File: config.mk
export PLATFORM = sky130hd
export DESIGN_NAME = seven_bit_text_packer_core
export DESIGN_NICKNAME = d
export VERILOG_FILES = /design/src/s7p_pkg.sv /design/src/s7p_engine.sv /design/src/s7p_out_queue.sv /design/src/seven_bit_text_packer_core.sv
export SDC_FILE = /design/constraint.sdc
export NUM_CORES = 1
export LEC_CHECK = 0
export BUFFER_PORTS_ARGS = -buffer_cell sky130_fd_sc_hd__buf_4
export CAP_MARGIN = 20
export CORE_UTILIZATION = 65
export DETAILED_ROUTE_END_ITERATION = 10
export MAX_ROUTING_LAYER = met4
export PLACE_DENSITY = 0.82
export SYNTH_ARGS = -nofsm -noshare
export SYNTH_HDL_FRONTEND = slang
export SYNTH_SLANG_ARGS = --single-unit
File: constraint.sdc
create_clock -name clk_i -period 12.6 [get_ports clk_i]
set_input_delay 3.78 -clock clk_i [delete_from_list [all_inputs] [get_ports clk_i]]
set_output_delay 3.78 -clock clk_i [all_outputs]
set_load 0.03 [all_outputs]
File: src/s7p_pkg.sv
`timescale 1ns / 1ps
`default_nettype none
// ----------------------------------------------------------------------------
// s7p_pkg: shared types and constants
// Mode codes, queue sizing and the result bundle passed from the engine
// to the output queue.
// ----------------------------------------------------------------------------
package s7p_pkg;

  localparam logic ModePack   = 1'b0;
  localparam logic ModeUnpack = 1'b1;

  localparam int unsigned QDepth = 4;
  localparam int unsigned QPtrW  = $clog2(QDepth);
  localparam int unsigned QCntW  = $clog2(QDepth + 1);

  typedef struct packed {
    logic [7:0] data;
    logic       last;
  } word_t;

  typedef struct packed {
    logic [1:0] num;
    word_t      w0;
    word_t      w1;
  } res_t;

endpackage
`default_nettype wire

File: src/s7p_engine.sv
`timescale 1ns / 1ps
`default_nettype none
// ----------------------------------------------------------------------------
// s7p_engine: bit buffer and pack/unpack datapath
// Holds the pending stream bits and the mode register, and turns one input
// word into zero, one or two result words in a single pass.
// ----------------------------------------------------------------------------
module s7p_engine (
  input  wire logic          clk_i,
  input  wire logic          rst_ni,
  input  wire logic          cfg_we_i,
  input  wire logic          cfg_mode_i,
  input  wire logic          fire_i,
  input  wire logic [7:0]    din_i,
  input  wire logic          last_i,
  output s7p_pkg::res_t      res_o
);
  import s7p_pkg::*;

  logic       mode_q;
  logic [6:0] buf_q, buf_d;
  logic [2:0] cnt_q, cnt_d;

  logic [13:0] w14;
  logic [13:0] sh14;
  logic [2:0]  c1;
  logic [7:0]  mask8;
  logic [6:0]  rem7;
  logic [7:0]  out0;
  logic [7:0]  out1;
  logic        has0;
  logic        has1;
  logic [1:0]  num;

  always_comb begin
    w14   = '0;
    sh14  = '0;
    c1    = '0;
    out0  = '0;
    out1  = '0;
    has0  = 1'b0;
    has1  = 1'b0;
    mask8 = '0;
    rem7  = '0;
    buf_d = '0;
    cnt_d = '0;
    unique case (mode_q)
      ModePack: begin
        w14   = {buf_q, din_i[6:0]};
        has0  = (cnt_q != 3'd0);
        c1    = has0 ? (cnt_q - 3'd1) : 3'd7;
        sh14  = w14 >> c1;
        mask8 = (8'd1 << c1) - 8'd1;
        rem7  = w14[6:0] & mask8[6:0];
        has1  = last_i && (c1 != 3'd0);
        out1  = {1'b0, rem7} << (4'd8 - {1'b0, c1});
        out0  = has0 ? sh14[7:0] : out1;
        buf_d = rem7;
        cnt_d = c1;
      end
      ModeUnpack: begin
        w14   = {buf_q[5:0], din_i};
        c1    = cnt_q + 3'd1;
        sh14  = w14 >> c1;
        out0  = {1'b0, sh14[6:0]};
        out1  = {1'b0, w14[6:0]};
        has0  = 1'b1;
        has1  = (c1 == 3'd7);
        mask8 = (8'd1 << c1) - 8'd1;
        rem7  = has1 ? 7'd0 : (w14[6:0] & mask8[6:0]);
        buf_d = rem7;
        cnt_d = has1 ? 3'd0 : c1;
      end
      default: ;
    endcase
    if (last_i) begin
      buf_d = '0;
      cnt_d = '0;
    end
  end

  // pack with no full byte yet still yields the flush word in slot 0
  assign num = (mode_q == ModePack) ?
               ((has0 && has1) ? 2'd2 : ((has0 || has1) ? 2'd1 : 2'd0)) :
               (has1 ? 2'd2 : 2'd1);

  always_comb begin
    res_o.num     = fire_i ? num : 2'd0;
    res_o.w0.data = out0;
    res_o.w0.last = last_i && (num == 2'd1);
    res_o.w1.data = out1;
    res_o.w1.last = last_i;
  end

  always_ff @(posedge clk_i or negedge rst_ni) begin
    if (!rst_ni) begin
      mode_q <= ModePack;
      buf_q  <= '0;
      cnt_q  <= '0;
    end else if (cfg_we_i) begin
      mode_q <= cfg_mode_i;
      buf_q  <= '0;
      cnt_q  <= '0;
    end else if (fire_i) begin
      buf_q  <= buf_d;
      cnt_q  <= cnt_d;
    end
  end

  a_unpack_cnt : assert property (@(posedge clk_i) disable iff (!rst_ni)
    (mode_q == ModeUnpack) |-> (cnt_q <= 3'd6))
    else $error("unpack bit count out of range");

  a_last_clears : assert property (@(posedge clk_i) disable iff (!rst_ni)
    (fire_i && last_i) |=> (cnt_q == 3'd0) && (buf_q == 7'd0))
    else $error("stream state not cleared after last word");

  a_last_yields : assert property (@(posedge clk_i) disable iff (!rst_ni)
    (fire_i && last_i) |-> (res_o.num != 2'd0))
    else $error("last word produced no result");

endmodule
`default_nettype wire

File: src/s7p_out_queue.sv
`timescale 1ns / 1ps
`default_nettype none
// ----------------------------------------------------------------------------
// s7p_out_queue: result word queue
// Small queue that takes up to two words per cycle and drives the master
// stream one word per cycle while m_ready_i is high.
// ----------------------------------------------------------------------------
module s7p_out_queue (
  input  wire logic          clk_i,
  input  wire logic          rst_ni,
  input  s7p_pkg::res_t      res_i,
  output logic               room_o,
  output logic               m_valid_o,
  input  wire logic          m_ready_i,
  output s7p_pkg::word_t     m_word_o
);
  import s7p_pkg::*;

  word_t            mem_q [QDepth];
  logic [QPtrW-1:0] wr_q, rd_q;
  logic [QCntW-1:0] cnt_q;
  logic             pop;
  logic [QPtrW-1:0] wr_nx;

  assign room_o    = (cnt_q <= QCntW'(QDepth - 2));
  assign m_valid_o = (cnt_q != '0);
  assign pop       = m_valid_o && m_ready_i;
  assign wr_nx     = wr_q + QPtrW'(1);
  assign m_word_o  = mem_q[rd_q];

  always_ff @(posedge clk_i) begin
    if (res_i.num != 2'd0) begin
      mem_q[wr_q] <= res_i.w0;
    end
    if (res_i.num == 2'd2) begin
      mem_q[wr_nx] <= res_i.w1;
    end
  end

  always_ff @(posedge clk_i or negedge rst_ni) begin
    if (!rst_ni) begin
      wr_q  <= '0;
      rd_q  <= '0;
      cnt_q <= '0;
    end else begin
      wr_q  <= wr_q + QPtrW'(res_i.num);
      rd_q  <= rd_q + QPtrW'(pop);
      cnt_q <= cnt_q + QCntW'(res_i.num) - QCntW'(pop);
    end
  end

  a_cnt_bound : assert property (@(posedge clk_i) disable iff (!rst_ni)
    cnt_q <= QCntW'(QDepth))
    else $error("queue overflow");

  a_push_fits : assert property (@(posedge clk_i) disable iff (!rst_ni)
    (res_i.num != 2'd0) |-> (cnt_q <= QCntW'(QDepth) - QCntW'(res_i.num)))
    else $error("push without room");

  a_pop_only : assert property (@(posedge clk_i) disable iff (!rst_ni)
    (pop && res_i.num == 2'd0) |=> (cnt_q == $past(cnt_q) - QCntW'(1)))
    else $error("queue count mismatch on pop");

endmodule
`default_nettype wire

File: src/seven_bit_text_packer_core.sv
`timescale 1ns / 1ps
`default_nettype none
// ----------------------------------------------------------------------------
// seven_bit_text_packer_core: seven-bit text packer / unpacker
// Packs 8-bit text bytes into a dense MSB-first 7-bit stream, or unpacks it.
//
// Usage:
//   s_axis: one text byte per word, tlast marks the final byte of a file.
//   m_axis: output bytes, tlast on the final byte of the file.
//   cfg:    one-bit mode write (0 pack, 1 unpack); always ready. Write only
//           while idle; a write also clears the pending bit buffer.
// Path: input register, single-pass engine, then the result queue.
// Throughput: one input word per cycle while the queue has room, set by the
//   single-pass datapath between the input register and the result queue.
//   Words yielding two results leave as two output words; the 4-entry queue
//   absorbs this and tready drops only when fewer than two entries are free.
// Reset: mode returns to pack, buffer and queue empty.
// Stall: while m_axis_tready is low, results wait in the queue; when fewer
//   than two entries are free, the input register holds and tready falls.
// ----------------------------------------------------------------------------
module seven_bit_text_packer_core (
  input  wire logic       clk_i,
  input  wire logic       rst_ni,
  input  wire logic       s_axis_tvalid,
  output logic            s_axis_tready,
  input  wire logic [7:0] s_axis_tdata,   // [7:0] data_byte
  input  wire logic       s_axis_tlast,
  output logic            m_axis_tvalid,
  input  wire logic       m_axis_tready,
  output logic [7:0]      m_axis_tdata,   // [7:0] out_byte
  output logic            m_axis_tlast,
  input  wire logic       cfg_valid_i,
  output logic            cfg_ready_o,
  input  wire logic [0:0] cfg_data_i      // [0] mode
);
  import s7p_pkg::*;

  logic       in_valid_q;
  logic [7:0] in_data_q;
  logic       in_last_q;
  logic       room;
  logic       advance;
  logic       cfg_we;
  res_t       res;
  word_t      m_word;

  assign cfg_ready_o   = 1'b1;
  assign cfg_we        = cfg_valid_i && cfg_ready_o;
  assign advance       = in_valid_q && room;
  assign s_axis_tready = !in_valid_q || advance;

  always_ff @(posedge clk_i or negedge rst_ni) begin
    if (!rst_ni) begin
      in_valid_q <= 1'b0;
    end else if (s_axis_tready) begin
      in_valid_q <= s_axis_tvalid;
    end
  end

  always_ff @(posedge clk_i) begin
    if (s_axis_tready && s_axis_tvalid) begin
      in_data_q <= s_axis_tdata;
      in_last_q <= s_axis_tlast;
    end
  end

  s7p_engine u_engine (
    .clk_i      (clk_i),
    .rst_ni     (rst_ni),
    .cfg_we_i   (cfg_we),
    .cfg_mode_i (cfg_data_i[0]),
    .fire_i     (advance),
    .din_i      (in_data_q),
    .last_i     (in_last_q),
    .res_o      (res)
  );

  s7p_out_queue u_queue (
    .clk_i     (clk_i),
    .rst_ni    (rst_ni),
    .res_i     (res),
    .room_o    (room),
    .m_valid_o (m_axis_tvalid),
    .m_ready_i (m_axis_tready),
    .m_word_o  (m_word)
  );

  assign m_axis_tdata = m_word.data;
  assign m_axis_tlast = m_word.last;

endmodule
`default_nettype wire

== Yosys cells after proc, flatten, opt, wreduce, memory -nomap -nowiden ==
Memories as Yosys holds them, arrays and structs flattened.
Index checks and enable logic that the tools add are counted.
Cells by class
  order comparisons: 1
  muxes and demuxes: 25
  $add $sub $neg: 10
  bitwise logic cells: 3
  shifts and indexed selects: 5
  reductions and logical operators: 14
  equal/unequal tests: 3
Operators with widths (count)
  $pmux 8 s2: 2
  $mux 7: 4
  $mux 3: 5
  $and 7x7->7: 2
  $pmux 7 s2: 1
  $shl 1x3->7 const A: 2
  $shr 14x3->7: 1
  $shr 14x3->8: 1
  $sub 7x1->7 const B: 2
  $reduce_bool 3->1: 3
  $mux 2: 4
  $mux 8: 1
  $shl 7x4->8: 1
  $logic_and 1x1->1: 6
  $pmux 3 s2: 1
  $mux 1: 5
  $pmux 1 s2: 2
  $reduce_bool 2->1: 2
  $sub 4x3->4 const A: 1
  $add 3x1->3 const B: 1
  $add 3x2->3: 1
  $eq 3x3->1 const B: 1
  $le 3x2->1 const B: 1
  $sub 3x1->3: 1
  other kinds (9): 10
Word-level totals
  word-level logic and storage cells: 71
  bits in writable memories: 36
  output and inout bits: 12
  memories kept: 1
  register bits after elaboration: 28
Memories
  u_queue.mem_q: depth 4, width 9, read ports 1, clocked after memory_dff 0, write ports 2, RTL line s7p_out_queue.sv:19  | word_t mem_q [QDepth];

== Longest topological paths before layout ==
  word-level depth: 13
  depth in mapped cells: 18
  gate-level depth less buffers: 15

== Hierarchy ==
From an unflattened synthesis, not the netlist that was laid out.
Unflattened totals
  cells, all modules: 479
  area, all modules: 5089.9 um^2
Modules (own cells, without submodules)
  s7p_engine: times used 1, cells each 335, seq. area each 275.3 um^2, area each 2551.2 um^2
  s7p_out_queue: times used 1, cells each 128, seq. area each 1256.2 um^2, area each 2197.1 um^2
  seven_bit_text_packer_core: times used 1, cells each 16, seq. area each 295.3 um^2, area each 341.6 um^2

== Least setup slack after synthesis ==
Ideal clock, no wire load.
  path type: register to output
  start: register u_queue.rd_q[0]
  end: output m_axis_tdata[0]
  cell stages (with the launch flop): 3
  data required time: 8.820 ns
  arrival: 1.485 ns
  path slack: 7.335 ns
  cell sequence: dfrtp_1 clkbuf_1 mux4_2
On the way
  word-level cells in the longest chain between the ends: 1
Ends and longest elaborated chain
  from (decl): RTL line s7p_out_queue.sv:20  | logic [QPtrW-1:0] wr_q, rd_q;
  from (signal assigned): RTL line s7p_out_queue.sv:47  | rd_q <= rd_q + QPtrW'(pop);
  $mem_v2 4x9
  to (decl): RTL line seven_bit_text_packer_core.sv:30  | output logic [7:0] m_axis_tdata,
Every way passes these cells.

== Final worst setup path ==
  start: register u_queue.rd_q[0]
  end: output m_axis_tlast
On the way
  word-level cells in the longest chain between the ends: 1
Ends and longest elaborated chain
  $mem_v2 4x9
  to (decl): RTL line seven_bit_text_packer_core.sv:31  | output logic m_axis_tlast,
Every way passes these cells.

==> results.json <==
{
  "cts.hold.buffers_added": 0,
  "p_per_area_nw_per_um2": 250,
  "vias": 4593,
  "io_count": 27,
  "synth_compound_area_share_pct": 20.5,
  "top_usage_layer": "met2",
  "timing.final.hold_violations": 0,
  "post_synthesis_sequential_area_ratio_pct": 35.9,
  "maximum_level_of_the_cts_h_tree": 3,
  "critical_path_required_ps": 8820,
  "crit_start_category": "flop",
  "cts_tree": "built",
  "layout_min_cycle_time_ps": 5610,
  "floorplan.die.width_um": 90.4,
  "vdd.ir_drop.worst_mv": 0.135,
  "initial_util_pct": 68.6,
  "placeableCoreArea_um2": 7410,
  "worst-path-max-fanout": 10,
  "clk-insertion-delay-late_ps": 370,
  "slew_viol_final": 0,
  "place_inst": 606,
  "gr-total-overflow": 0,
  "run_status": "completed",
  "grt_setup_unrepaired": "false",
  "global_route.usage.met3_pct": 8.16,
  "diodes": 0,
  "final_cell_area_um2": 5490,
  "min_from": "u_engine.buf_q[5]",
  "wirelength_mm": 14.3,
  "cts_num_sinks": 64,
  "post_synthesis_area_per_instance_um2": 9.81,
  "post_cts_resized": 0,
  "setup.worst_path.end_class": "output pin",
  "synth_fp_nets": 551,
  "setup_viol": 0,
  "max_slew.worst_pin.slew_ps": 1100,
  "use_met1_pct": 46.4,
  "route.detailed.drc": 0,
  "reg2reg_from": "u_engine.cnt_q[0]",
  "hold-path-endpoint": "u_engine.buf_q[5]",
  "track_usage_pct": 37.4,
  "leakage_nw": 2.06,
  "worst_hold_path_cells": 2,
  "crit_path_max_incr_delay_ps": 700,
  "cts-root-to-sink-buffers": 2,
  "cp_cell_sequence": "mux4_2 -> buf_4",
  "clock-root-buffer": "clkbuf_8",
  "maximum_clock_rate_mhz": 178,
  "grt_pass1_vias": 4518,
  "post_synth_mux_area_share_pct": 15.1,
  "place_hpwl_mm": 10.0,
  "synth-edff-count": 45,
  "maxSlewHeadroom_pct": 26.6,
  "die-height_um": 90.4,
  "fin_worst_skew_ps": 13.0,
  "worstSetupPathType": "flop to output pin",
  "holdCritPathClass": "flop to flop",
  "area.growth.synth_to_final_pct": 8.02,
  "layoutNonFillerInstCount": 622,
  "regToRegSetupSlack_ps": 7300,
  "timing.max_cap.violations": 0,
  "drive_above_1_share_pct": 16.8,
  "synth_top_family_by_area": "compound AO/OA/AOI/OAI gates",
  "cts_post_setup_buffers_inserted": 0,
  "fp.dieArea_um2": 8180,
  "finalSetupTns_ps": 0,
  "finalCoreUtilization_pct": 74.1,
  "post_synth_and_or_nand_nor_area_fraction_pct": 16.4,
  "grt_start_max_net_pins": 47,
  "dr.first_iter.drc_count": 543,
  "crit_slowest_cell": "dfrtp_1",
  "place.gp.congestion": 0.969,
  "critical_path_arrival_ps": 1830,
  "cts_buffers": 9,
  "nFillCells": 510,
  "place.port_buffers": 25,
  "ant_nets": 0,
  "synth_fa_ha_area_share_pct": 4.58,
  "avgRoutedWirePerCell_um": 22.9,
  "r2r-end": "u_queue.mem_q[0][6]",
  "synth_area_um2": 5080,
  "post_synth_num_cell_types": 71,
  "synth_seq_cells": 64,
  "yosys_warnings": 0,
  "synth-xor-area-share_pct": 2.19,
  "worst_path_dominant_cell_family": "flip-flops",
  "most_used_flip_flop_cell_after_synthesis": "edfxtp_1",
  "finalCritPeriodShare_pct": 44.5,
  "timing.critical_path.buf_inv": 1,
  "drt-vias-per-instance": 7.38,
  "worst_setup_hold_path_clk_slew_ps": 80,
  "cell_area_reported_after_detailed_placement_um2": 5250,
  "reg2regPathDepth": 16,
  "first_pass_grt_wire_length_mm": 22.9,
  "synth_async_reset_ratio_pct": 29.7,
  "global_route.usage.met2_pct": 55.5,
  "antenna_found_initial": 0,
  "rows": 31,
  "finish.net_count": 551,
  "drt_pass1_iterations": 6,
  "syn-instance-count": 518
}
per-stage QoR:
stage          worst slack (ps)  power, mW  hold WS [ps]
2_1_floorplan              7340      0.937           456
3_3_place_gp               7360       1.09           481
3_5_place_dp               7340       1.13           494
4_1_cts                    6950       1.35           510
5_1_grt                    6870       1.44           546
6_report                   6990       1.37           518
cell usage after synthesis (9+ instances only):
master | n | area, um2
ha_1 | 17 | 213
and2_1 | 12 | 75.1
a31oi_1 | 10 | 62.6
o211ai_1 | 11 | 82.6
clkbuf_1 | 25 | 93.8
nand3_1 | 9 | 45.0
nand2_1 | 55 | 206
dfrtp_1 | 19 | 475
buf_2 | 9 | 45.0
inv_1 | 20 | 75.1
mux4_2 | 25 | 563
nor2_1 | 22 | 82.6
a21oi_1 | 39 | 195
edfxtp_1 | 45 | 1350
mux2i_1 | 15 | 150
nor3_1 | 18 | 90.1
a22oi_1 | 12 | 90.1
o21ai_0 | 23 | 115
how the worst max path moves through the flow:
stage	startpoint	endpoint	slack, ps	depth (start not counted)
floorplan	u_queue.rd_q[0]	m_axis_tdata[0]	7340	2
global placement	u_queue.rd_q[0]	m_axis_tdata[7]	7360	2
detailed placement	u_queue.rd_q[0]	m_axis_tdata[1]	7340	2
CTS	u_queue.rd_q[0]	m_axis_tdata[0]	6950	2
global route	u_queue.rd_q[0]	m_axis_tlast	6870	2
finish	u_queue.rd_q[0]	m_axis_tlast	6990	2
worst min-delay path, stage by stage (launching register included):
cell and delay [ps]:
dfrtp_1 380, nand2_1 60, nand2_1 50
report_power, final:
group	switching [mW]	internal [mW]	leakage, nW	total, mW
Sequential	0.0690	0.310	0.656	0.380
Clock	0.0964	0.126	0.124	0.223
Combinational	0.473	0.298	1.28	0.771
Total	0.638	0.734	2.06	1.37
layout make-up:
type	instances	area [um2]	area share [%]
multi-input cells	392	2990	54.5
flip-flops and latches	64	1830	33.3
repair buffers	29	218	3.96
clock buffers	10	149	2.71
well taps	99	124	2.26
clock inverters	6	97.6	1.78
inverters	22	82.6	1.50
sequential cells by signal, indices dropped and copies added (netlist names):
signal,count
in_data_q,8
u_engine.mode_q,1
u_queue.mem_q,36
u_engine.buf_q,7
in_last_q,1
u_queue.cnt_q,3
u_queue.rd_q,2
in_valid_q,1
u_engine.cnt_q,3
u_queue.wr_q,2
kinds of logic (layout without fill, tap and decap cells):
kind of cell / Yosys count / in the layout
other cells: 1 / 1
fa+ha+maj: 18 / 18
buf+inv: 62 / 67
mux: 45 / 45
compound gates: 154 / 154
flops: 64 / 64
simple gates: 163 / 163
xor+xnor: 11 / 11
cell usage in the layout (no fill, tap or decap), drive strengths merged, types with 10 or more instances in the layout:
cell type	count
a22oi	12
a21oi	39
nand2	55
nor2	24
edfxtp	45
nor3	19
buf	29
o21ai	24
dfrtp	19
and2	12
ha	17
a31oi	10
clkbuf	10
mux4	25
o211ai	11
inv	23
mux2i	15
per-layer routing:
metal	share of wire, %	up-vias	wire length, um
li1	-	2002	-
met1	38	2144	5420
met2	46	340	6580
met3	9.6	107	1370
met4	6.3	0	893
met5	0	-	0
Power figures use the tool's default switching activity.
